File: src/hdl/postfix_expression_evaluator_unit_macros.svh
// assertion macros for the postfix evaluator
`ifndef POSTFIX_EXPRESSION_EVALUATOR_UNIT_MACROS_SVH
`define POSTFIX_EXPRESSION_EVALUATOR_UNIT_MACROS_SVH

`ifndef SYNTHESIS
// same-cycle implication
`define PSX_ASSERT_IMP(label, clk, rst_n, ante, cons) \
  label: assert property (@(posedge clk) disable iff (!rst_n) (ante) |-> (cons)) \
    else $error("postfix evaluator check failed");
// next-cycle implication
`define PSX_ASSERT_NXT(label, clk, rst_n, ante, cons) \
  label: assert property (@(posedge clk) disable iff (!rst_n) (ante) |=> (cons)) \
    else $error("postfix evaluator check failed");
`else
`define PSX_ASSERT_IMP(label, clk, rst_n, ante, cons)
`define PSX_ASSERT_NXT(label, clk, rst_n, ante, cons)
`endif

`endif

File: src/hdl/psx_pkg.sv
package psx_pkg;

  localparam int STACK_DEPTH = 64;
  localparam int VALUE_WIDTH = 32;
  localparam int CNT_W       = $clog2(STACK_DEPTH + 1);
  localparam int RESULT_W    = 32;
  localparam int SYMBOL_W    = 8;
  localparam int STATUS_W    = 2;

  localparam logic [SYMBOL_W-1:0] CHAR_PLUS  = 8'h2B;
  localparam logic [SYMBOL_W-1:0] CHAR_MINUS = 8'h2D;
  localparam logic [SYMBOL_W-1:0] CHAR_STAR  = 8'h2A;
  localparam logic [SYMBOL_W-1:0] CHAR_ZERO  = 8'h30;

  localparam logic [STATUS_W-1:0] ST_OK    = 2'd0;
  localparam logic [STATUS_W-1:0] ST_UNDER = 2'd1;
  localparam logic [STATUS_W-1:0] ST_OVER  = 2'd2;
  localparam logic [STATUS_W-1:0] ST_LEFT  = 2'd3;

  typedef enum logic [1:0] {
    SH_HOLD,
    SH_PUSH,
    SH_POP
  } shift_e;

  typedef enum logic [1:0] {
    ALU_ADD,
    ALU_SUB,
    ALU_MUL
  } alu_op_e;

  typedef logic [VALUE_WIDTH-1:0] value_t;

  typedef struct packed {
    logic signed [RESULT_W-1:0] result;
    logic [STATUS_W-1:0]        status;
  } res_t;

endpackage

File: src/hdl/psx_obuf.sv
// output register with one skid slot behind it
module psx_obuf (
  input  logic         clk_i,
  input  logic         rst_ni,
  input  logic         push_i,
  input  psx_pkg::res_t data_i,
  output logic         full_o,
  output logic         out_valid_o,
  input  logic         out_stall_i,
  output psx_pkg::res_t data_o
);

  logic         out_valid_d, out_valid_q;
  logic         skid_valid_d, skid_valid_q;
  psx_pkg::res_t out_d, out_q;
  psx_pkg::res_t skid_d, skid_q;
  logic         take;

  assign take = out_valid_q && !out_stall_i;

  always_comb begin
    out_valid_d  = out_valid_q;
    skid_valid_d = skid_valid_q;
    out_d        = out_q;
    skid_d       = skid_q;
    if (skid_valid_q) begin
      if (take) begin
        out_d        = skid_q;
        skid_valid_d = 1'b0;
      end
    end else if (push_i) begin
      if (!out_valid_q || take) begin
        out_d       = data_i;
        out_valid_d = 1'b1;
      end else begin
        skid_d       = data_i;
        skid_valid_d = 1'b1;
      end
    end else if (take) begin
      out_valid_d = 1'b0;
    end
  end

  always_ff @(posedge clk_i or negedge rst_ni) begin
    if (!rst_ni) begin
      out_valid_q  <= 1'b0;
      skid_valid_q <= 1'b0;
    end else begin
      out_valid_q  <= out_valid_d;
      skid_valid_q <= skid_valid_d;
    end
  end

  always_ff @(posedge clk_i) begin
    out_q  <= out_d;
    skid_q <= skid_d;
  end

  assign full_o      = skid_valid_q;
  assign out_valid_o = out_valid_q;
  assign data_o      = out_q;

endmodule

File: config.mk
export PLATFORM = sky130hd
export DESIGN_NAME = psx_obuf
export DESIGN_NICKNAME = d
export VERILOG_FILES = /design/src/hdl/postfix_expression_evaluator_unit_macros.svh /design/src/hdl/psx_pkg.sv /design/src/hdl/psx_obuf.sv
export SDC_FILE = /design/constraint.sdc
export NUM_CORES = 1
export LEC_CHECK = 0
export BUFFER_PORTS_ARGS = -buffer_cell sky130_fd_sc_hd__buf_2
export CELL_PAD_IN_SITES_DETAIL_PLACEMENT = 1
export CELL_PAD_IN_SITES_GLOBAL_PLACEMENT = 2
export CORE_MARGIN = 5
export CORE_UTILIZATION = 40
export CTS_CLUSTER_DIAMETER = 80
export DETAILED_ROUTE_END_ITERATION = 8
export PLACE_DENSITY = 0.8
export SYNTH_ARGS = -nofsm -noshare
export SYNTH_HDL_FRONTEND = slang
export SYNTH_SLANG_ARGS = --single-unit
export TNS_END_PERCENT = 30
File: constraint.sdc
create_clock -name clk_i -period 6.25 [get_ports clk_i]
set_input_delay 1.5625 -clock clk_i [delete_from_list [all_inputs] [get_ports clk_i]]
set_output_delay 1.5625 -clock clk_i [all_outputs]
set_load 0.02 [all_outputs]
* Word level (Yosys, flattened, before mapping)
Cells that the tools add are included.
** Operators by class
- Eq/ne operators :: 2
- Mux-type cells :: 11
- Bitwise gates (word level) :: 2
- Reduce and logical (&&, ||, !) cells :: 10
** Operators by type and width (count)
- 34-bit 2-to-1 mux :: 4
- 3-bit AND reduction :: 3
- 1-bit 2-to-1 mux :: 7
- 2-bit nonzero test :: 3
- 2-bit by 1-bit inequality test with 1-bit output, second input constant :: 2
- 1-bit logical NOT :: 2
- 1-bit inverter :: 2
- 1-bit logical AND :: 1
- 1-bit logical OR :: 1
** Word-level totals
- Bits in registers :: 70
- Input bits :: 38
- Output and inout port bits :: 36
- Word-level logic and storage cells :: 31

* Longest topological paths before layout
- Depth in word-level cells :: 6
- Depth in mapped cells :: 4
- Mapped depth without buffers :: 2

* Least setup slack after synthesis
OpenSTA, ideal clock, no wires.
- Kind :: input port to flip-flop
- From :: input port out_stall_i
- To :: register out_q, in the netlist data_o[0], enable pin
- Setup time :: 0.435 ns
- Data arrival time :: 3.312 ns
- Required time :: 5.815 ns
- Setup slack :: 2.503 ns
- Stages :: 2
- Buffers on the path :: 0
- Path through :: nand2_1 -> a21boi_1
** Between the ends
- Cells in the longest elaborated chain, start to end :: 5
- Elaborated cells between the ends (all ways) :: 6
- Classes of those cells :: eq/ne (1); reduce/logical (5)
** Ends and longest elaborated chain
- start, declared :: line psx_obuf.sv:9 : input logic out_stall_i,
- 1-bit logical NOT * :: line psx_obuf.sv:19 : assign take = out_valid_q && !out_stall_i;
- 1-bit logical AND * :: line psx_obuf.sv:19
- 1-bit logical OR :: line psx_obuf.sv:32 : if (!out_valid_q || take) begin
- 2-bit nonzero test (no line)
- 3-bit AND reduction (no line) *
- end signal, assigned :: line psx_obuf.sv:55 : out_q <= out_d;
- end, declared :: line psx_obuf.sv:15 : psx_pkg::res_t out_d, out_q;
Every way passes the cells marked *; elsewhere a longest branch is shown, timed or not.
A chain may end at the register's enable or synchronous reset.

* Worst setup path in the final report
- From :: input port out_stall_i
- To :: register out_q, in the netlist data_o[24], enable pin
The elaborated chain is that of the path after synthesis.

==> out/results.tsv <==
metric	value	unit
status	completed	
io_buffers	73	
synth_area_leaders	edfxtp_1 (78%), mux2_4 (9.7%), mux2_2 (7.3%)	
ir_worst_vdd	255.9	µV
cp-start-kind	input port	
hold_class	register to register	
post_cts_buffers	0	
wl_met3	410	µm
gp_congestion	0.6739	
antennaDiodeCount	0	
drv_cap	0	
drt_wl_total	5.181	mm
grt_pass1_wl	8.245	mm
coreArea	6350	µm²
yosysSeqAreaShare	79.69	%
critPathKind	input port to register	
p_per_area	469.6	nW/µm²
cts_resized	0	
post_route_cells_drive_above_1_share	61.27	%
ys_ff_latch	70	
slew_violations	0	
clock_sinks	70	
syn2layout_area_growth	23.55	%
dpl_cell_area	3075	µm²
setup_tns	0	ns
synth_ff_type	edfxtp_1	
period_share	44.47	%
clockBufferDepth	2	
p_leak	1.267	nW
yosysUniqueCellTypes	13	
gr-total-overflow	0	
vias	1330	
clk_pin_slew	0.07	ns
antenna_found_initial	0	
synth_cells	118	
start_util	41.34	%
yosys-top-cells-count	edfxtp_1 (68), mux2_2 (17), mux2_4 (17)	
wire_per_inst	18.44	µm
die_h	91.01	µm
h-tree-depth	3	
synth-edff-count	68	
max_freq	0.3598	GHz
required	6.20	ns
synth_top_area_share	77.79	%
grt_pass1_vias	1543	
utilization	51.07	%
ys_warn_count	0	
min_period	2.780	ns
die_area	8283	µm²
tightest_slew	1.125	ns
fin_skew	0.007550	ns
cts_tree	built	
fin_nets	237	
finalSetupViolCount	0	
syn_nets	156	
synth_area	2625	µm²
dp_hpwl	3.650	mm
synth_most_common_cell	edfxtp_1	
synth_area_leader_cell	edfxtp_1	
rsz0062_at_grt	no	
clk_latency	0.33	ns
met1_length	2.113	mm
dr.max_layer_used	met4	
crit_path_max_fanout	34	
via_per_inst	4.733	
ant_nets	0	
rows	29	
drt-pass1-iter-count	4	
cts_buffers	9	
grt.total_usage	13.27	%
relSlewSlack	24.85	%
grt_max_degree	39	
worstPathArrival	2.73	ns
remaining_drc_errors	0	
hold_viol	0	
synth-async-reset-ratio	2.857	%
hold_buffers	0	
cts.root.buffer_cell	clkbuf_8	
io_pins	74	
syn_area_per_cell	22.25	µm²
design_area	3243	µm²
critPathCaptureType	register	
drtIter0Drc	87	
dieWidth	91.01	µm
wl_met2	2.571	mm
==> power breakdown <==
part	switching [W]	internal, W	leakage [nW]
Combinational	0.000300	0.000188	0.525
Clock	0.000160	0.000152	0.0865
Sequential	0.0000363	0.000687	0.656
==> kinds of logic (layout without fill, tap and decap cells) <==
logic type,Yosys count,after routing,synth area share [%]
mux,34,34,17.02
compound gates,4,4,0.8579
simple gates,5,5,0.8103
buf+inv,5,91,1.620
flops,70,70,79.70
==> flip-flops by register name, indices dropped and copies added (netlist names) <==
name	count
data_o	34
full_o	1
out_valid_o	1
skid_q	34
==> worst max-delay path, stage by stage <==
cell      delay [ns]
buf_2           0.11
nand2_1         0.13
a21boi_4        0.91
==> cell type report <==
cell class	instances	area, µm²
fill	614	3107
sequential	70	2093
multi-input combinational	43	509.2
timing repair buffer	74	372.9
clock buffer	11	141.4
tap	77	96.34
clock inverter	5	26.28
inverter	1	3.754
==> final timing paths <==
path | startpoint | endpoint | slack (ns) | cells after the start
max | out_stall_i | data_o[24] | 3.47 | 3
max in group asynchronous | rst_ni | full_o | 5.12 | 1
min reg2reg | skid_q[19] | data_o[19] | 0.55 | 1
min | skid_q[19] | data_o[19] | 0.55 | 1
min in group asynchronous | rst_ni | full_o | 1.01 | 1
max reg2reg | full_o | data_o[24] | 3.91 | 3
==> per-stage QoR <==
step	cells	setup WS [ns]	total power (W)	hold slack, ns
6_report	281	3.470	0.001523	0.5520
5_1_grt	281	3.329	0.001607	0.5516
4_1_cts	281	3.421	0.001551	0.5542
3_5_place_dp	265	3.058	0.001237	0.5378
3_3_place_gp	265	3.138	0.001212	0.5180
2_1_floorplan	118	2.503	0.001082	0.5231
==> routing by layer <==
metal  global-route usage (%)  vias to the layer above
li1                         -                      628
met1                    15.41                      644
met2                    20.91                       51
met3                    5.868                        7
met4                    6.601                        0
met5                        0                        -
==> layout by cell type, fill, tap and decap left out, drive strengths merged, types with 2 or more instances in the layout <==
cell	instances
dfrtp	2
nand2	3
edfxtp	68
mux2	34
clkbuf	11
clkinv	4
buf	74
a21oi	2
Note: power is estimated with default switching activity, not from simulation.
