<file path="src/hdl/postfix_expression_evaluator_unit_macros.svh">
// assertion macros for the postfix evaluator
`ifndef POSTFIX_EXPRESSION_EVALUATOR_UNIT_MACROS_SVH
`define POSTFIX_EXPRESSION_EVALUATOR_UNIT_MACROS_SVH

`ifndef SYNTHESIS
// same-cycle implication
`define PSX_ASSERT_IMP(label, clk, rst_n, ante, cons) \
  label: assert property (@(posedge clk) disable iff (!rst_n) (ante) |-> (cons)) \
    else $error("postfix evaluator check failed");
// next-cycle implication
`define PSX_ASSERT_NXT(label, clk, rst_n, ante, cons) \
  label: assert property (@(posedge clk) disable iff (!rst_n) (ante) |=> (cons)) \
    else $error("postfix evaluator check failed");
`else
`define PSX_ASSERT_IMP(label, clk, rst_n, ante, cons)
`define PSX_ASSERT_NXT(label, clk, rst_n, ante, cons)
`endif

`endif

</file>
<file path="src/hdl/psx_pkg.sv">
package psx_pkg;

  localparam int STACK_DEPTH = 64;
  localparam int VALUE_WIDTH = 32;
  localparam int CNT_W       = $clog2(STACK_DEPTH + 1);
  localparam int RESULT_W    = 32;
  localparam int SYMBOL_W    = 8;
  localparam int STATUS_W    = 2;

  localparam logic [SYMBOL_W-1:0] CHAR_PLUS  = 8'h2B;
  localparam logic [SYMBOL_W-1:0] CHAR_MINUS = 8'h2D;
  localparam logic [SYMBOL_W-1:0] CHAR_STAR  = 8'h2A;
  localparam logic [SYMBOL_W-1:0] CHAR_ZERO  = 8'h30;

  localparam logic [STATUS_W-1:0] ST_OK    = 2'd0;
  localparam logic [STATUS_W-1:0] ST_UNDER = 2'd1;
  localparam logic [STATUS_W-1:0] ST_OVER  = 2'd2;
  localparam logic [STATUS_W-1:0] ST_LEFT  = 2'd3;

  typedef enum logic [1:0] {
    SH_HOLD,
    SH_PUSH,
    SH_POP
  } shift_e;

  typedef enum logic [1:0] {
    ALU_ADD,
    ALU_SUB,
    ALU_MUL
  } alu_op_e;

  typedef logic [VALUE_WIDTH-1:0] value_t;

  typedef struct packed {
    logic signed [RESULT_W-1:0] result;
    logic [STATUS_W-1:0]        status;
  } res_t;

endpackage

</file>
<file path="src/hdl/psx_alu.sv">
// wrapping add, subtract and multiply on the two top entries
module psx_alu (
  input  psx_pkg::alu_op_e op_i,
  input  psx_pkg::value_t  lower_i,
  input  psx_pkg::value_t  top_i,
  output psx_pkg::value_t  result_o
);

  always_comb begin
    unique case (op_i)
      psx_pkg::ALU_ADD: result_o = lower_i + top_i;
      psx_pkg::ALU_SUB: result_o = lower_i - top_i;
      // low half of the product only, the wrap drops the rest
      psx_pkg::ALU_MUL: result_o = lower_i * top_i;
      default:          result_o = lower_i + top_i;
    endcase
  end

endmodule

</file>
<file path="config.mk">
export PLATFORM = sky130hd
export DESIGN_NAME = psx_alu
export DESIGN_NICKNAME = d
export VERILOG_FILES = /design/src/hdl/postfix_expression_evaluator_unit_macros.svh /design/src/hdl/psx_pkg.sv /design/src/hdl/psx_alu.sv
export SDC_FILE = /design/constraint.sdc
export NUM_CORES = 1
export LEC_CHECK = 0
export BUFFER_PORTS_ARGS = -buffer_cell sky130_fd_sc_hd__buf_2
export CAP_MARGIN = 20
export CORE_MARGIN = 3
export CORE_UTILIZATION = 60
export DETAILED_ROUTE_END_ITERATION = 12
export PLACE_DENSITY = 0.8
export SYNTH_ARGS = -nofsm -noshare
export SYNTH_HDL_FRONTEND = slang
export SYNTH_SLANG_ARGS = --single-unit
</file>
<file path="constraint.sdc">
create_clock -name vclk -period 10.9
set_clock_uncertainty 0.2 [all_clocks]
set_input_delay 1.635 -clock vclk [all_inputs]
set_output_delay 1.635 -clock vclk [all_outputs]
set_load 0.02 [all_outputs]
</file>
**Word-level counts from Yosys, hierarchy flattened**

Cells that the tools add are included.
Widths: inputs -> output; s select.

- Add/sub/neg operators: 2
- $mul: 1
- Eq/ne operators: 2
- Muxes and demuxes: 1

Operators with widths:

| kind | number |
|---|---|
| $pmux 32 s2 | 1 |
| $add 32x32->32 | 1 |
| $mul 32x32->32 | 1 |
| $sub 32x32->32 | 1 |
| $eq 2x1->1 const B | 1 |
| $eq 2x2->1 const B | 1 |

- Flip-flop bits (word level): 0
- Bits of input ports: 66
- Output and inout bits: 32
- Word-level logic and storage cells: 6

**Logic depth before layout (Yosys ltp)**

- Depth after elaboration: 2
- Mapped depth: 28
- Gate-level depth less buffers: 26

**Worst setup path after synthesis**

Ideal clock, no wire load.

- Path type: input-to-output
- From: input port lower_i[12]
- To: output port result_o[31]
- Arrival time: 8.322 ns
- Data required time: 9.065 ns
- Setup slack: 0.743 ns
- Stages on the path: 26
- Buffers on the path: 2
- Cell sequence: clkbuf_1 -> clkbuf_1 -> and2_1 -> fa_1 -> fa_1 -> fa_1 -> inv_1 -> fa_1 -> inv_1 -> fa_1 -> inv_1 -> fa_1 -> inv_1 -> fa_1 -> fa_1 -> ha_1 -> a21o_1 -> a21o_1 -> a21o_1 -> nand3_1 -> o31ai_1 -> o41ai_1 -> o21ai_0 -> xnor2_1 -> nor2_1 -> a21oi_1

- Longest elaborated chain between the ends: 2
- Elaborated cells on any way between the ends: 4
- Those cells by class: add/sub (2); mul (1); mux (1)

RTL lines:

| element | RTL line | text |
|---|---|---|
| from (decl) | psx_alu.sv:4 | `input psx_pkg::value_t lower_i,` |
| $mul 32x32->32, or another cell as far along | psx_alu.sv:14 | `psx_pkg::ALU_MUL: result_o = lower_i * top_i;` |
| $pmux 32 s2 * | psx_alu.sv:10 | `unique case (op_i)` |
| to (decl) | psx_alu.sv:6 | `output psx_pkg::value_t result_o` |

Mark *: on every way between the ends. The rest lies on a longest branch, timed or not.

**Final worst setup path**

- From: input port top_i[5]
- To: output port result_o[31]

- Longest elaborated chain between the ends: 2
- Elaborated cells on any way between the ends: 4
- Those cells by class: add/sub (2); mul (1); mux (1)

RTL lines:

| element | RTL line | text |
|---|---|---|
| from (decl) | psx_alu.sv:5 | `input psx_pkg::value_t top_i,` |
| $mul 32x32->32, or another cell as far along | psx_alu.sv:14 |  |
| $pmux 32 s2 * | psx_alu.sv:10 |  |

Marks and branches as above.

==> PnR_summary.wiki <==
{| class="wikitable"
! Metric !! Value
|-
| WL final || 52900 µm
|-
| Initial antenna violation count || 3
|-
| Violation count after the first detailed-routing iteration || 1196
|-
| Starting Density || 61.12%
|-
| Number of hold violations in the final report || 0
|-
| Largest net degree at the start of global routing || 22
|-
| Routability congestion estimate || 0.9987
|-
| Adder-cell share of the synthesized area || 55.68%
|-
| Growth of design area from synthesis to finish || 5.174%
|-
| Worst min-delay path class || input pin to output pin
|-
| Routed wire per std cell || 20.92 µm
|-
| Simple-gate portion of the synthesized area || 19.57%
|-
| Unrepaired setup endpoints after global routing || false
|-
| Hold-fix buffer count after cts || 0
|-
| Fin area || about 0.019 mm²
|-
| Yosys top cell by area || sky130_fd_sc_hd__fa_1
|-
| IO Port Bufs || 98
|-
| Total number of placement rows || 63
|-
| Post-DP HPWL || approximately 44000 µm
|-
| Vias after detailed routing || 14.85k
|-
| Antenna Nets Post-Route || 0
|-
| Capturing element type of the critical path || output pin
|-
| Average footprint of a synthesized cell || 8.656 µm²
|-
| Synth Cell Area || 0.01821 mm²
|-
| Fraction of layout instances using a drive strength above 1 || 7.764%
|-
| Number of DRC violations after detailed routing || 0
|-
| TritonRoute pass-1 iters || 5
|-
| Cell types with the highest counts after synthesis || sky130_fd_sc_hd__fa_1 (409), sky130_fd_sc_hd__inv_1 (391), sky130_fd_sc_hd__and2_1 (311)
|-
| Complex-gate fraction of the synthesized area || 7.461%
|-
| Worst hold stages || 5
|-
| Vias in the first global route || 15.93k
|-
| Slew at the pin with the worst max-slew slack || 0.6969 ns
|-
| Final Max Slew Viols || 0
|-
| Nature of the critical path startpoint || input pin
|-
| Fill count || 2514
|-
| Number of vias per cell || 5.873
|-
| Critical hold path startpoint || op_i[0]
|-
| Maxcap violations || 0
|-
| Floorplan die area || 0.03248 mm²
|-
| Layout sequential cell count || 0
|-
| Wire length of the first global-routing pass || 85460 µm
|-
| Synthesized netlist net count || approximately 2.7k
|-
| Mapped Cells || between 2k and 2.5k
|-
| GR Overflow Total || 0
|-
| Arrival time at the worst endpoint || 8.69 ns
|-
| Endpoint of the worst hold-timing path || result_o[1]
|-
| Endpoint required time on the critical path || 9.07 ns
|-
| Final Setup Violations || 0
|-
| Number of placed I/O pins || 98
|-
| Area used by multi-input combinational logic || 0.01634 mm²
|-
| Sequential cell area || 0 µm²
|-
| Number of clock buffer instances in the layout || 0
|-
| Most area-consuming cells after synthesis || sky130_fd_sc_hd__fa_1 (45%), sky130_fd_sc_hd__ha_1 (11%), sky130_fd_sc_hd__and2_1 (11%)
|-
| Setup total negative slack || 0 ns
|-
| Post-layout net count || 2771
|-
| Horiz. Die Dim || 180.2 µm
|-
| Number of different library cells in the post-synthesis netlist || between 60 and 70
|-
| Fraction of post-synthesis cell area in the top cell type by area || 44.96%
|-
| Cell area after placement || 0.01912 mm²
|-
| Crit path time final || around 11 ns
|-
| Fmax || 95.02 MHz
|-
| Combinational family with the most area after synthesis || adder cells
|-
| Die Y-Extent || ~180 µm
|-
| Part of the cycle the worst path needs || between 90 and 100%
|-
| Relative slew slack || 53.33%
|-
| Top-count cell post-synth || sky130_fd_sc_hd__fa_1
|-
| Classification of the worst setup path || input pin to output pin
|-
| Status || completed
|-
| Total global-route track usage || between 30 and 40%
|-
| Multiplexer fraction of the synthesized cell area || less than 1%
|-
| Number of synthesis warnings || 0
|-
| Biggest fanout along the worst timing path || 18
|-
| Core Area || 0.02980 mm²
|-
| Post-synthesis sequential area ratio || 0%
|-
| Post-synthesis share of cell area spent on xor and xnor gates || 6.678%
|}
-- stage by stage --
stage | setup slack [ns] | hold WS (ns) | util [%] | std cells
after floorplan | 0.7426 | 3.302 | - | 2104
after global placement | 0.3218 | 3.603 | 64.16 | 2528
after detailed placement | 0.2568 | 3.606 | 64.16 | 2528
after CTS | 0.2174 | 3.610 | 64.16 | 2528
after global routing | 0.02890 | 3.681 | 64.27 | 2528
final | 0.3760 | 3.612 | 64.28 | 2529
-- cell usage in the layout, fill, tap and decap left out, types with 2 or more instances in the layout --
cell,n
sky130_fd_sc_hd__o31ai_1,10
sky130_fd_sc_hd__mux2i_1,3
sky130_fd_sc_hd__o21ai_1,7
sky130_fd_sc_hd__nor4_4,2
sky130_fd_sc_hd__xor2_1,42
sky130_fd_sc_hd__or2_2,2
sky130_fd_sc_hd__buf_2,97
sky130_fd_sc_hd__ha_1,156
sky130_fd_sc_hd__fa_1,409
sky130_fd_sc_hd__o2111a_1,2
sky130_fd_sc_hd__o21a_1,5
sky130_fd_sc_hd__a21oi_1,63
sky130_fd_sc_hd__nand3_1,15
sky130_fd_sc_hd__or4_4,2
sky130_fd_sc_hd__or3_1,5
sky130_fd_sc_hd__and2_1,311
sky130_fd_sc_hd__o211ai_1,5
sky130_fd_sc_hd__xnor2_1,95
sky130_fd_sc_hd__nor2_1,45
sky130_fd_sc_hd__nand3b_1,2
sky130_fd_sc_hd__o41ai_1,3
sky130_fd_sc_hd__o31ai_2,2
sky130_fd_sc_hd__a31oi_1,6
sky130_fd_sc_hd__o21bai_1,3
sky130_fd_sc_hd__nor3_1,8
sky130_fd_sc_hd__nor2b_1,4
sky130_fd_sc_hd__nor3b_1,3
sky130_fd_sc_hd__a211oi_1,6
sky130_fd_sc_hd__nand2_1,255
sky130_fd_sc_hd__o21ai_0,45
sky130_fd_sc_hd__and3_1,6
sky130_fd_sc_hd__buf_4,48
sky130_fd_sc_hd__nand4_1,4
sky130_fd_sc_hd__o2111ai_1,3
sky130_fd_sc_hd__nand2b_1,12
sky130_fd_sc_hd__a211o_1,3
sky130_fd_sc_hd__a21o_1,33
sky130_fd_sc_hd__inv_1,391
-- metal layers --
metal,wire length [µm],up-vias,track usage [%]
met1,20880,7428,46.32
met4,2272,4,10.44
met2,23970,845,53.52
met3,5754,158,5.672
met5,24,-,0
li1,-,6418,-
-- how the worst max path moves through the flow --
stage / end / slack [ns] / from / cells past startpoint
final: result_o[31] / 0.38 / top_i[5] / 22
after global routing: result_o[31] / 0.03 / top_i[5] / 22
after CTS: result_o[31] / 0.22 / top_i[5] / 26
after detailed placement: result_o[31] / 0.26 / top_i[5] / 26
after global placement: result_o[31] / 0.32 / top_i[5] / 22
after floorplan: result_o[31] / 0.74 / lower_i[12] / 26
-- critical path, stage by stage --
cell and delay (ns):
sky130_fd_sc_hd__clkbuf_4 0.26, sky130_fd_sc_hd__buf_4 0.27, sky130_fd_sc_hd__and2_1 0.17, sky130_fd_sc_hd__fa_1 0.56, sky130_fd_sc_hd__fa_1 0.45, sky130_fd_sc_hd__fa_1 0.52
sky130_fd_sc_hd__inv_1 0.05, sky130_fd_sc_hd__fa_1 0.47, sky130_fd_sc_hd__inv_1 0.05, sky130_fd_sc_hd__fa_1 0.48, sky130_fd_sc_hd__fa_1 0.50, sky130_fd_sc_hd__fa_1 0.54
sky130_fd_sc_hd__fa_1 0.43, sky130_fd_sc_hd__ha_1 0.40, sky130_fd_sc_hd__a21o_1 0.23, sky130_fd_sc_hd__or4_1 0.47, sky130_fd_sc_hd__o41ai_4 0.34, sky130_fd_sc_hd__o21ai_0 0.18
sky130_fd_sc_hd__xnor2_1 0.19, sky130_fd_sc_hd__nor2_1 0.06, sky130_fd_sc_hd__a21oi_1 0.22, sky130_fd_sc_hd__buf_2 0.21
-- logic make-up (layout without fill, tap and decap cells) --
kind of cell / Yosys count / after routing
AOI/OAI and AO/OA: 212 / 212
xor gates and xnor gates: 138 / 138
adders and majority gates: 565 / 565
buffers and inverters: 503 / 537
muxes: 3 / 3
other: 0 / 1
and+or+nand+nor: 683 / 683
-- what timing repair did --
action	4_1_cts	5_1_grt
gates resized for setup	0	5
buffers inserted	0	0
setup endpoints to repair	0	3
-- layout make-up --
type | count | share of cell area, %
Multi-Input combinational cell | 1601 | 85.32
Inverter | 391 | 7.663
Timing Repair Buffer | 146 | 4.455
Tap cell | 390 | 2.548
Antenna cell | 1 | 0.01307
Power is left out: the tool's default activity adds up to more than one toggle a clock period on the data nets, which glitch-free logic cannot reach.
