--- src/hdl/postfix_expression_evaluator_unit_macros.svh ---
// assertion macros for the postfix evaluator
`ifndef POSTFIX_EXPRESSION_EVALUATOR_UNIT_MACROS_SVH
`define POSTFIX_EXPRESSION_EVALUATOR_UNIT_MACROS_SVH

`ifndef SYNTHESIS
// same-cycle implication
`define PSX_ASSERT_IMP(label, clk, rst_n, ante, cons) \
  label: assert property (@(posedge clk) disable iff (!rst_n) (ante) |-> (cons)) \
    else $error("postfix evaluator check failed");
// next-cycle implication
`define PSX_ASSERT_NXT(label, clk, rst_n, ante, cons) \
  label: assert property (@(posedge clk) disable iff (!rst_n) (ante) |=> (cons)) \
    else $error("postfix evaluator check failed");
`else
`define PSX_ASSERT_IMP(label, clk, rst_n, ante, cons)
`define PSX_ASSERT_NXT(label, clk, rst_n, ante, cons)
`endif

`endif

--- src/hdl/psx_pkg.sv ---
package psx_pkg;

  localparam int STACK_DEPTH = 64;
  localparam int VALUE_WIDTH = 32;
  localparam int CNT_W       = $clog2(STACK_DEPTH + 1);
  localparam int RESULT_W    = 32;
  localparam int SYMBOL_W    = 8;
  localparam int STATUS_W    = 2;

  localparam logic [SYMBOL_W-1:0] CHAR_PLUS  = 8'h2B;
  localparam logic [SYMBOL_W-1:0] CHAR_MINUS = 8'h2D;
  localparam logic [SYMBOL_W-1:0] CHAR_STAR  = 8'h2A;
  localparam logic [SYMBOL_W-1:0] CHAR_ZERO  = 8'h30;

  localparam logic [STATUS_W-1:0] ST_OK    = 2'd0;
  localparam logic [STATUS_W-1:0] ST_UNDER = 2'd1;
  localparam logic [STATUS_W-1:0] ST_OVER  = 2'd2;
  localparam logic [STATUS_W-1:0] ST_LEFT  = 2'd3;

  typedef enum logic [1:0] {
    SH_HOLD,
    SH_PUSH,
    SH_POP
  } shift_e;

  typedef enum logic [1:0] {
    ALU_ADD,
    ALU_SUB,
    ALU_MUL
  } alu_op_e;

  typedef logic [VALUE_WIDTH-1:0] value_t;

  typedef struct packed {
    logic signed [RESULT_W-1:0] result;
    logic [STATUS_W-1:0]        status;
  } res_t;

endpackage

--- src/hdl/psx_cell.sv ---
// one stack entry; shifts towards the top or the bottom with its neighbours
module psx_cell (
  input  logic            clk_i,
  input  psx_pkg::shift_e shift_i,
  input  psx_pkg::value_t prev_i,
  input  psx_pkg::value_t next_i,
  output psx_pkg::value_t value_o
);

  psx_pkg::value_t val_d, val_q;

  always_comb begin
    case (shift_i)
      psx_pkg::SH_PUSH: val_d = prev_i;
      psx_pkg::SH_POP:  val_d = next_i;
      default:          val_d = val_q;
    endcase
  end

  always_ff @(posedge clk_i) begin
    val_q <= val_d;
  end

  assign value_o = val_q;

endmodule

--- config.mk ---
export PLATFORM = sky130hd
export DESIGN_NAME = psx_cell
export DESIGN_NICKNAME = d
export VERILOG_FILES = /design/src/hdl/postfix_expression_evaluator_unit_macros.svh /design/src/hdl/psx_pkg.sv /design/src/hdl/psx_cell.sv
export SDC_FILE = /design/constraint.sdc
export NUM_CORES = 1
export LEC_CHECK = 0
export BUFFER_PORTS_ARGS = -buffer_cell sky130_fd_sc_hd__clkbuf_2
export CORE_MARGIN = 2
export CORE_UTILIZATION = 45
export DETAILED_ROUTE_END_ITERATION = 12
export PLACE_DENSITY = 0.95
export SLEW_MARGIN = 20
export SYNTH_ARGS = -nofsm -noshare
export SYNTH_HDL_FRONTEND = slang
export SYNTH_SLANG_ARGS = --single-unit
--- constraint.sdc ---
create_clock -name clk_i -period 2.5 [get_ports clk_i]
set_clock_uncertainty 0.05 [all_clocks]
set_input_delay 0.25 -clock clk_i [delete_from_list [all_inputs] [get_ports clk_i]]
set_output_delay 0.25 -clock clk_i [all_outputs]
set_load 0.02 [all_outputs]
* Yosys cells after proc, flatten, opt, wreduce, memory -nomap -nowiden
Index checks and enable logic that the tools add are counted.
** Storage, ports and cells
- Register bits :: 32
- Input port bits :: 67
- Output and inout port bits :: 32
- Word-level logic and storage cells :: 5
** Cells by class
- Equal/unequal tests :: 2
- Multiplexer cells :: 1
- Reduce and logical (&&, ||, !) cells :: 1
** Operators with widths (count)
- $pmux 32 s2 :: 1
- $eq 2x1->1 const B :: 1
- $eq 2x2->1 const B :: 1
- $reduce_bool 2->1 :: 1

* Longest topological paths before layout
Gate-level depths: netlist (run 1).
- Word-level depth :: 2
- Mapped depth :: 5
- Mapped depth without buffers :: 3

* Worst setup path before layout (run 1)
OpenSTA, ideal clock, no wires.
- Path kind :: input -> register
- From :: input shift_i[0]
- To :: register val_q[0], in the netlist value_o[0] (enable)
- Library setup time :: 387 ps
- Arrival time :: 1188 ps
- Data required time :: 2063 ps
- Setup slack :: 875 ps
- Stages :: 3
- Buffers on the path :: 0
- Cell sequence :: inv_1 -> ha_1 -> inv_1
** Between the ends
- Word-level cells in the longest chain between the ends :: 2
- Elaborated cells on any way between the ends :: 3
- Classes of those cells :: eq/ne: 2; reduce/logical: 1
** RTL lines
- start: declaration :: RTL line psx_cell.sv:4 : input psx_pkg::shift_e shift_i,
- $eq 2x2->1 / $eq 2x1->1 (equally long branches) :: RTL line psx_cell.sv:13 : case (shift_i)
- $reduce_bool 2->1 (no source line) (*)
- end signal: assignment :: RTL line psx_cell.sv:21 : val_q <= val_d;
- end: declaration :: RTL line psx_cell.sv:10 : psx_pkg::value_t val_d, val_q;
Every way passes the cells marked *; elsewhere a longest branch is shown, timed or not.
A chain may end at the register's enable or synchronous reset.

* Worst setup path in the final report (run 1)
- From :: input shift_i[0]
- To :: register val_q[30], in the netlist value_o[30], data pin
** Between the ends
- Word-level cells in the longest chain between the ends :: 2
- Elaborated cells on any way between the ends :: 3
- Classes of those cells :: eq/ne: 2; mux: 1
** RTL lines (RTL line)
- $eq 2x2->1 / $eq 2x1->1 (equally long branches) :: psx_cell.sv:13
- $pmux 32 s2 (*) :: psx_cell.sv:13
- named net val_d[30] :: psx_cell.sv:10
Mark *: on every way through the listed nets, which the timed path passes. The rest lies on a longest branch.

==> metrics, run 1 <==
post-CTS resize count=0; final clock period utilization by the worst path=0.581; syn_nets=139; kind of end point of the critical path=flop; internal power of the cells=938 µW; global-route congestion overflow total=0; net switching share of the total power=0.275; maximum net fanout on the critical path=19; share of power burned in combinational logic=0.260; clock-pin slew on the worst setup and hold paths=0.09 ns; global-route wire length before repair=4840 µm; area growth from synthesis to layout=37.1%; final setup violating endpoints=0; worst rel slew slack=0.668; number of optimization iterations in the first detailed-route pass=4; leakage power=1.02 nW; row cnt=21; Clock Tree Buf Depth=2; final setup TNS=0 ns; WP data arrival=1.48 ns; count of final max-slew check failures=0; dpl cell area=2040 µm²; layout net count=242; Die Y-Extent=62.2 µm; commonest non-fill, non-tap cell in the layout=sky130_fd_sc_hd__clkbuf_2; run status=finished, final reports clean; Setup crit start kind=primary input; clock period minus worst slack=1.45 ns; sequential area share after synthesis=0.630; number of vias per cell=4.50; CTS tree=yes; most frequent cells in the layout=98 x sky130_fd_sc_hd__clkbuf_2, 32 x sky130_fd_sc_hd__edfxtp_1, 30 x sky130_fd_sc_hd__mux2_4; Worst path top cell family by delay=adder cells; starting density of the core=0.464; post-synthesis area per instance=21.5 µm²; total non-filler cell area in the finished layout=2090 µm²; sink count of the clock tree=32; DR vias=990; placed wire-length estimate=2400 µm; H-tree levels=2; stage delay of the slowest cell on the critical path=0.48 ns; final weighted congestion in routability-driven placement=0.711; max-cap violation count=0; Yosys cell types=7; cts bufs inserted=5; Net Switching=356 µW; share of cells above drive strength 1=0.799; worst path buffer plus inverter count=3; max reg flops=32; worst vdd rail ir drop=269 µV; GRT Overall Usage=0.166; Cell Area, Synth=1530 µm²; Layout fillers=256; clock network fraction of total power=0.198; detailed-route wire length per cell=13.4 µm; Die Outline Area=3870 µm²; worst-path cell chain=clkbuf_2, inv_1, ha_2, buf_12, mux2_2; Post-CTS Setup Bufs=0; share of total power in sequential cells=0.542; horizontal die dimension=62.2 µm; power density over cell area=619 nW/µm²; number of ports placed on the die boundary=99; number of storage elements in the synthesis netlist=32; clock root buffer master=sky130_fd_sc_hd__clkbuf_4; vias in the first global route=1046; Hold WC Path Type=in2reg; RSZ-0062 raised after global routing=no; Initial DRC Count=60; worst-path cell with the longest stage delay=sky130_fd_sc_hd__ha_2; Slew @ Worst Pin=0.497 ns; Max Freq=689 MHz; antenna violations before repair=0; number of hold-repair buffers added at the cts stage=0; number of buffer cells added on primary ports=98; DRC Markers=0; worst setup path category=in2reg; Routed Antenna Nets=0; number of synthesis warnings=0; routed wire length=2950 µm; # diodes=0; Req. time, crit path=2.52 ns; count of final hold-check violations=0; Core Box Area=3280 µm²; Gate Count Post-Synth=71; largest net degree at the start of global routing=22
==> worst paths after layout <==
check,from,cells past startpoint,slack [ns],end
min,next_i[27],2,0.18,value_o[27]
max,shift_i[0],5,1.05,value_o[30]
==> kinds of logic after synthesis <==
kind of cell / share of synthesized area
mux: 0.310
buf+inv: 0.0517
flops: 0.630
fa+ha+maj: 0.00820
==> through the flow <==
stage / setup WS (ns) / hold slack (ns) / total power [mW] / cells / util
2_1_floorplan: 0.875 / 0.417 / 0.921 / 71 / -
3_3_place_gp: 0.724 / 0.501 / 1.05 / 213 / 0.622
3_5_place_dp: 0.700 / 0.504 / 1.06 / 213 / 0.622
4_1_cts: 1.06 / 0.163 / 1.31 / 220 / 0.637
5_1_grt: 1.00 / 0.148 / 1.36 / 220 / 0.637
6_report: 1.05 / 0.180 / 1.29 / 220 / 0.637
==> area by class of cell <==
type	count	area [µm²]	share of cell area
Multi-Input combinational cell	33	488	0.233
Clock inverter	1	5.00	0.00239
Sequential cell	32	961	0.460
Inverter	2	7.51	0.00359
Timing Repair Buffer	100	531	0.254
Clock buffer	6	41.3	0.0197
Tap cell	46	57.6	0.0275
==> synth_stat cells <==
cell type                   n  area (µm²)
sky130_fd_sc_hd__edfxtp_1  32         961
sky130_fd_sc_hd__buf_12     3        60.1
sky130_fd_sc_hd__mux2_2     2        22.5
sky130_fd_sc_hd__buf_6      1        11.3
sky130_fd_sc_hd__mux2_4    30         450
sky130_fd_sc_hd__inv_1      2        7.51
sky130_fd_sc_hd__ha_1       1        12.5
==> routing by layer <==
layer	wire length, µm	track usage	vias to the layer above	part of all wire
met1	1100	0.187	440	0.37
met4	66	0.0833	0	0.022
met2	1510	0.280	65	0.51
met5	0	0	-	0
met3	279	0.0598	8	0.095
li1	-	-	477	-
==> power groups by stage <==
stage	clock, mW	sequential (mW)	combinational (mW)
6_report	0.256	0.702	0.336
5_1_grt	0.298	0.709	0.357
4_1_cts	0.271	0.703	0.340
3_5_place_dp	0	0.716	0.340
3_3_place_gp	0	0.713	0.333
2_1_floorplan	0	0.817	0.104
Note: power is estimated with default switching activity, not from simulation.
==> run 2, diff against run 1 <==
--- a/config.mk
+++ b/config.mk
@@ -7,9 +7,9 @@
 export LEC_CHECK = 0
 export BUFFER_PORTS_ARGS = -buffer_cell sky130_fd_sc_hd__clkbuf_2
 export CORE_MARGIN = 2
-export CORE_UTILIZATION = 45
+export CORE_UTILIZATION = 42
 export DETAILED_ROUTE_END_ITERATION = 12
-export PLACE_DENSITY = 0.95
+export PLACE_DENSITY = 0.91
 export SLEW_MARGIN = 20
 export SYNTH_ARGS = -nofsm -noshare
 export SYNTH_HDL_FRONTEND = slang
==> constraint.sdc (replaced) <==
create_clock -name clk_i -period 1.5 [get_ports clk_i]
set_clock_uncertainty 0.05 [all_clocks]
set_input_delay 0.15 -clock clk_i [delete_from_list [all_inputs] [get_ports clk_i]]
set_output_delay 0.15 -clock clk_i [all_outputs]
set_load 0.02 [all_outputs]
==> run 2 against run 1 <==
  * Design area increased by 2.6%
  * Via count decreased by 0.51%
  * Sequential share of layout area decreased by 1.2 points
  * Worst setup slack got worse by 0.63 ns
  * Largest cell class unchanged
  * Highest routed layer unchanged
  * First-iteration DRC count shrank 57%
==> metrics, run 2 (same netlist as run 1, synthesis figures left out) <==
kind of end point of the critical path=primary output (was flop); WP data arrival=0.88 ns (was 1.48 ns); global-route wire length before repair=4560 µm (was 4840 µm); maximum net fanout on the critical path=1 (was 19); Slew @ Worst Pin=0.172 ns (was 0.497 ns); clock root buffer master=sky130_fd_sc_hd__clkbuf_4 (unchanged); number of vias per cell=4.44 (was 4.50); final critical-path setup slack=0.416 ns (was 1.05 ns); DRC Markers=0 (unchanged); stage delay of the slowest cell on the critical path=0.40 ns (was 0.48 ns); number of hold-repair buffers added at the cts stage=0 (unchanged); horizontal die dimension=64.3 µm (was 62.2 µm); clock-pin slew on the worst setup and hold paths=0.10 ns (was 0.09 ns); worst path buffer plus inverter count=1 (was 3); Max Freq=922 MHz; area growth from synthesis to layout=40.6% (was 37.1%); worst setup path category=reg2out (was in2reg); detailed-route wire length per cell=13.7 µm (was 13.4 µm); global-route congestion overflow total=0 (unchanged); Die Y-Extent=64.3 µm (was 62.2 µm); worst-path cell with the longest stage delay=sky130_fd_sc_hd__edfxtp_1 (was sky130_fd_sc_hd__ha_2); number of standard cells in the layout, taps in and fillers out=222 (was 220); clock period minus worst slack=1.08 ns; count of final max-slew check failures=0 (unchanged); worst rel slew slack=0.886 (was 0.668); final weighted congestion in routability-driven placement=0.711 (unchanged); Clock Tree Buf Depth=2 (unchanged); sink count of the clock tree=32 (unchanged); Worst path top cell family by delay=flip-flops (was adder cells); largest net degree at the start of global routing=33 (was 22); Core Box Area=3420 µm² (was 3280 µm²); count of final hold-check violations=0 (unchanged); antenna violations before repair=0 (unchanged); CTS tree=yes (unchanged); final clock period utilization by the worst path=0.723; number of optimization iterations in the first detailed-route pass=4 (unchanged); number of ports placed on the die boundary=99 (unchanged); run status=finished, final reports clean (unchanged); cts bufs inserted=5 (unchanged); total placed cells including tap cells=214 (was 213); Routed Antenna Nets=0 (unchanged); launch point of the critical path=value_o[4] (was shift_i[0]); H-tree levels=2 (unchanged); Die Outline Area=4130 µm² (was 3870 µm²); max reg flops=32 (unchanged); Initial DRC Count=26 (was 60); final setup TNS=0 ns (unchanged); share of cells above drive strength 1=0.807 (was 0.799); max-cap violation count=0 (unchanged); hold wc startpoint=next_i[18] (was next_i[27]); routed wire length=3030 µm (was 2950 µm); Final Core Density=0.628 (was 0.637); Hold WC Path Type=in2reg (unchanged); DR vias=985 (was 990); # diodes=0 (unchanged); row cnt=21 (unchanged); RSZ-0062 raised after global routing=no (unchanged); Req. time, crit path=1.30 ns (was 2.52 ns); placed wire-length estimate=2450 µm (was 2400 µm); Place WS=0.138 ns (was 0.700 ns); worst vdd rail ir drop=552 µV (was 269 µV); layout net count=243 (was 242); number of buffer cells added on primary ports=98 (unchanged); starting density of the core=0.447 (was 0.464); Post-CTS Setup Bufs=0 (unchanged); most frequent cells in the layout=98 x sky130_fd_sc_hd__clkbuf_2, 32 x sky130_fd_sc_hd__edfxtp_1, 30 x sky130_fd_sc_hd__mux2_4 (unchanged); commonest non-fill, non-tap cell in the layout=sky130_fd_sc_hd__clkbuf_2 (unchanged); Setup crit start kind=flop (was primary input); worst hold slack=0.0760 ns (was 0.180 ns); post-CTS resize count=0 (unchanged); worst-path cell chain=clkbuf_2 (was clkbuf_2, inv_1, ha_2, buf_12, mux2_2); final setup violating endpoints=0 (unchanged); leakage power=1.03 nW (was 1.02 nW); vias in the first global route=1003 (was 1046); power density over cell area=1100 nW/µm² (was 619 nW/µm²); GRT Overall Usage=0.153 (was 0.166)
## run 2: cell types whose count changed in the layout (fill, tap and decap cells not counted), sizes merged
cell	before	now
inv	2	1
clkinvlp	0	1
buf	2	3
bufinv	0	1
## run 2: path summary, 6_finish.rpt
kind              slack (ns)           to  cells past startpoint
setup / recovery        0.42   value_o[4]                      1
hold / removal          0.08  value_o[18]                      2
## run 2: stage by stage
| stage | total power, mW | instance area, µm² |
|---|---|---|
| global route | 2.48 | 2140 |
| floorplan | 1.54 | 1530 |
| global placement | 1.75 | 2070 |
| finish | 2.37 | 2140 |
| detailed placement | 1.77 | 2070 |
| CTS | 2.39 | 2140 |
## run 2: final cells by class
cell class | instances | area, µm²
repair buffers | 101 | 551
clock buffers | 6 | 41.3
fillers | 274 | 1270
well taps | 46 | 57.6
clock inverters | 2 | 35.0
flip-flops and latches | 32 | 961
inverters | 2 | 11.3
multi-input cells | 33 | 488
## run 2: power by group
group | switching, mW | internal [mW]
registers | 0.0344 | 1.14
logic | 0.309 | 0.262
clock network | 0.276 | 0.349
## run 2: per-layer routing
layer | global-route usage | wire (µm)
met3 | 0.0563 | 264
met1 | 0.154 | 1080
met2 | 0.271 | 1650
met4 | 0.0824 | 44
met5 | 0 | 0
==> run 3, diff against run 2 <==
--- a/config.mk
+++ b/config.mk
@@ -5,11 +5,12 @@
 export SDC_FILE = /design/constraint.sdc
 export NUM_CORES = 1
 export LEC_CHECK = 0
+export ABC_AREA = 1
 export BUFFER_PORTS_ARGS = -buffer_cell sky130_fd_sc_hd__clkbuf_2
 export CORE_MARGIN = 2
-export CORE_UTILIZATION = 42
+export CORE_UTILIZATION = 41
 export DETAILED_ROUTE_END_ITERATION = 12
-export PLACE_DENSITY = 0.91
+export PLACE_DENSITY = 0.9
 export SLEW_MARGIN = 20
 export SYNTH_ARGS = -nofsm -noshare
 export SYNTH_HDL_FRONTEND = slang
==> constraint.sdc (replaced) <==
create_clock -name clk_i -period 1.06 [get_ports clk_i]
set_clock_uncertainty 0.05 [all_clocks]
set_input_delay 0.106 -clock clk_i [delete_from_list [all_inputs] [get_ports clk_i]]
set_output_delay 0.106 -clock clk_i [all_outputs]
set_load 0.02 [all_outputs]
==> run 3 against run 2 <==
  * Synthesized area fell by 3.4%
  * Largest cell class is now buffers
  * Sequential power rose by 43%
  * Synthesized cell count rose by 96%
  * Power rose by 38%
  * Critical endpoint is now value_o[28]
==> metrics, run 3 <==
worst-path cell chain=buf_6 (was clkbuf_2); total placed cells including tap cells=281 (was 214); clock period minus worst slack=1.05 ns; post-synthesis area per instance=10.6 µm² (was 21.5 µm²); multi-input gate area in the final layout=410 µm² (was 488 µm²); cts bufs inserted=5 (unchanged); H-tree levels=2 (unchanged); Place WS=-0.0786 ns (was 0.138 ns); placed wire-length estimate=2510 µm (was 2450 µm); EDFF count, synth=32 (unchanged); largest net degree at the start of global routing=33 (unchanged); Core Box Area=3390 µm² (was 3420 µm²); internal power of the cells=2.30 mW (was 1.75 mW); maximum net fanout on the critical path=1 (unchanged); Die Y-Extent=63.9 µm (was 64.3 µm); Max Freq=949 MHz; worst path buffer plus inverter count=1 (unchanged); row cnt=21 (unchanged); Gate Count Post-Synth=139 (was 71); leakage power=1.26 nW (was 1.03 nW); DR vias=1479 (was 985); critical path depth in cells=1 (unchanged); final weighted congestion in routability-driven placement=0.804 (was 0.711); commonest non-fill, non-tap cell in the layout=sky130_fd_sc_hd__nand2_1 (was sky130_fd_sc_hd__clkbuf_2); sink count of the clock tree=32 (unchanged); clock root buffer master=sky130_fd_sc_hd__clkbuf_4 (unchanged); share of cells above drive strength 1=0.433 (was 0.807); launch point of the critical path=value_o[28] (was value_o[4]); RSZ-0062 raised after global routing=yes (was no); Initial DRC Count=64 (was 26); worst rel slew slack=0.859 (was 0.886); number of standard cells in the layout, taps in and fillers out=328 (was 222); area growth from synthesis to layout=71.5% (was 40.6%); cell type contributing the most total cell area after synthesis=sky130_fd_sc_hd__edfxtp_1 (unchanged); most frequent cell after synthesis=sky130_fd_sc_hd__nand2_1 (was sky130_fd_sc_hd__edfxtp_1); kind of end point of the critical path=primary output (unchanged); Post-CTS Setup Bufs=0 (unchanged); Routed Antenna Nets=0 (unchanged); most frequently used flop master after synthesis=sky130_fd_sc_hd__edfxtp_1 (unchanged); global-route congestion overflow total=0 (unchanged); max reg flops=32 (unchanged); WP data arrival=0.90 ns (was 0.88 ns); final clock period utilization by the worst path=0.994; Net Switching=965 µW (was 619 µW); FF+latch area=961 µm² (unchanged); worst vdd rail ir drop=911 µV (was 552 µV); Async SR Flop Fraction=0 (unchanged); Die Outline Area=4090 µm² (was 4130 µm²); share of the synthesized area in the top cell type=0.653 (was 0.630); worst setup path category=reg2out (unchanged); max-cap violation count=0 (unchanged); starting density of the core=0.434 (was 0.447); vias in the first global route=1504 (was 1003); CTS tree=yes (unchanged); syn_nets=207 (was 139); number of optimization iterations in the first detailed-route pass=4 (unchanged); top area cells in the synthesized netlist=sky130_fd_sc_hd__edfxtp_1 65%, sky130_fd_sc_hd__nand2_1 22%, sky130_fd_sc_hd__nand2_2 4.2% (was sky130_fd_sc_hd__edfxtp_1 63%, sky130_fd_sc_hd__mux2_4 30%, sky130_fd_sc_hd__buf_12 3.9%); share of power burned in combinational logic=0.302 (was 0.241); Slew @ Worst Pin=0.211 ns (was 0.172 ns); sequential area share after synthesis=0.653 (was 0.630); Setup crit start kind=flop (unchanged); Yosys cell types=9 (was 7); share of total power in sequential cells=0.511 (was 0.495); clock network fraction of total power=0.186 (was 0.264); number of storage elements in the synthesis netlist=32 (unchanged); DRC Markers=0 (unchanged); Cell Area, Synth=1470 µm² (was 1530 µm²); number of vias per cell=4.51 (was 4.44); routed wire length=4320 µm (was 3030 µm); crit path capture=value_o[28] (was value_o[4]); number of ports placed on the die boundary=99 (unchanged); GRT Overall Usage=0.211 (was 0.153); Total Power Consumption=3.26 mW (was 2.37 mW); net switching share of the total power=0.296 (was 0.262); Layout fillers=214 (was 274); horizontal die dimension=63.9 µm (was 64.3 µm); number of buffer cells added on primary ports=98 (unchanged); Clock Tree Buf Depth=2 (unchanged); count of final max-slew check failures=0 (unchanged); clock-pin slew on the worst setup and hold paths=0.10 ns (about the same); Hold WC Path Type=in2reg (unchanged); number of synthesis warnings=0 (unchanged); antenna violations before repair=0 (unchanged); layout net count=350 (was 243); most frequent cells in the layout=86 x sky130_fd_sc_hd__nand2_1, 81 x sky130_fd_sc_hd__clkbuf_2, 40 x sky130_fd_sc_hd__dlygate4sd3_1 (was 98 x sky130_fd_sc_hd__clkbuf_2, 32 x sky130_fd_sc_hd__edfxtp_1, 30 x sky130_fd_sc_hd__mux2_4); stage delay of the slowest cell on the critical path=0.42 ns (was 0.40 ns); power density over cell area=1290 nW/µm² (was 1100 nW/µm²); # diodes=0 (unchanged); Worst path top cell family by delay=flip-flops (unchanged); final critical-path setup slack=0.00669 ns (was 0.416 ns); final setup violating endpoints=0 (unchanged); Req. time, crit path=0.90 ns (was 1.30 ns); worst-path cell with the longest stage delay=sky130_fd_sc_hd__edfxtp_1 (unchanged); global-route wire length before repair=6370 µm (was 4560 µm); count of final hold-check violations=0 (unchanged); top cells by instance count after synthesis=86 x sky130_fd_sc_hd__nand2_1, 32 x sky130_fd_sc_hd__edfxtp_1, 10 x sky130_fd_sc_hd__nand2_2 (was 32 x sky130_fd_sc_hd__edfxtp_1, 30 x sky130_fd_sc_hd__mux2_4, 3 x sky130_fd_sc_hd__buf_12); run status=finished, final reports clean (unchanged); detailed-route wire length per cell=13.2 µm (was 13.7 µm)
==> run 3: power groups by stage <==
stage / logic (mW) / registers (mW) / clock network, mW
after floorplan: 0.201 / 1.93 / 0
after global placement: 0.782 / 1.68 / 0
after detailed placement: 0.796 / 1.69 / 0
after CTS: 0.890 / 1.66 / 0.617
after global routing: 1.05 / 1.68 / 0.690
final: 0.986 / 1.67 / 0.608
==> run 3: cell type report <==
class                   count  share of cell area
repair buffers            143               0.405
inverters                   3              0.0119
well taps                  46              0.0228
flip-flops and latches     32               0.380
multi-input cells          97               0.162
clock buffers               5              0.0149
clock inverters             2             0.00297
==> run 3: timing repair <==
action	4_1_cts	5_1_grt
hold endpoints to repair	20	7
gates resized for setup	0	35
hold buffers	32	8
setup endpoints to repair	0	17
==> run 3: worst min path at each step <==
stage	from	end	slack (ns)	cells past startpoint
2_1_floorplan	prev_i[0]	value_o[0]	0.23	2
3_3_place_gp	prev_i[21]	value_o[21]	0.32	3
3_5_place_dp	prev_i[24]	value_o[24]	0.32	3
4_1_cts	next_i[8]	value_o[8]	0.0006	3
5_1_grt	prev_i[6]	value_o[6]	-0.002	3
6_report	prev_i[6]	value_o[6]	0.01	3
==> run 3: metrics by stage <==
step | hold slack [ns] | instance area (µm²) | utilization | TNS (ns)
detailed placement | 0.324 | 2020 | 0.597 | -2.36
global route | -0.00185 | 2530 | 0.745 | -0.264
floorplan | 0.229 | 1500 | - | -5.52
global placement | 0.322 | 2020 | 0.597 | -2.03
finish | 0.00989 | 2530 | 0.745 | 0
CTS | 0.000595 | 2390 | 0.705 | 0
==> run 3: routing by layer <==
metal | up-vias | GRT usage | wire (µm)
li1 | 726 | - | -
met1 | 640 | 0.197 | 1420
met2 | 90 | 0.404 | 2330
met3 | 23 | 0.0687 | 382
met4 | 0 | 0.101 | 185
met5 | - | 0 | 0
==> run 3: cell families (layout without fill, tap and decap cells) <==
logic type / after synthesis / in the layout / share of synthesized area
fa+ha+maj: 1 / 1 / 0.00849
simple gates: 96 / 96 / 0.262
buf+inv: 10 / 153 / 0.0773
flops: 32 / 32 / 0.653
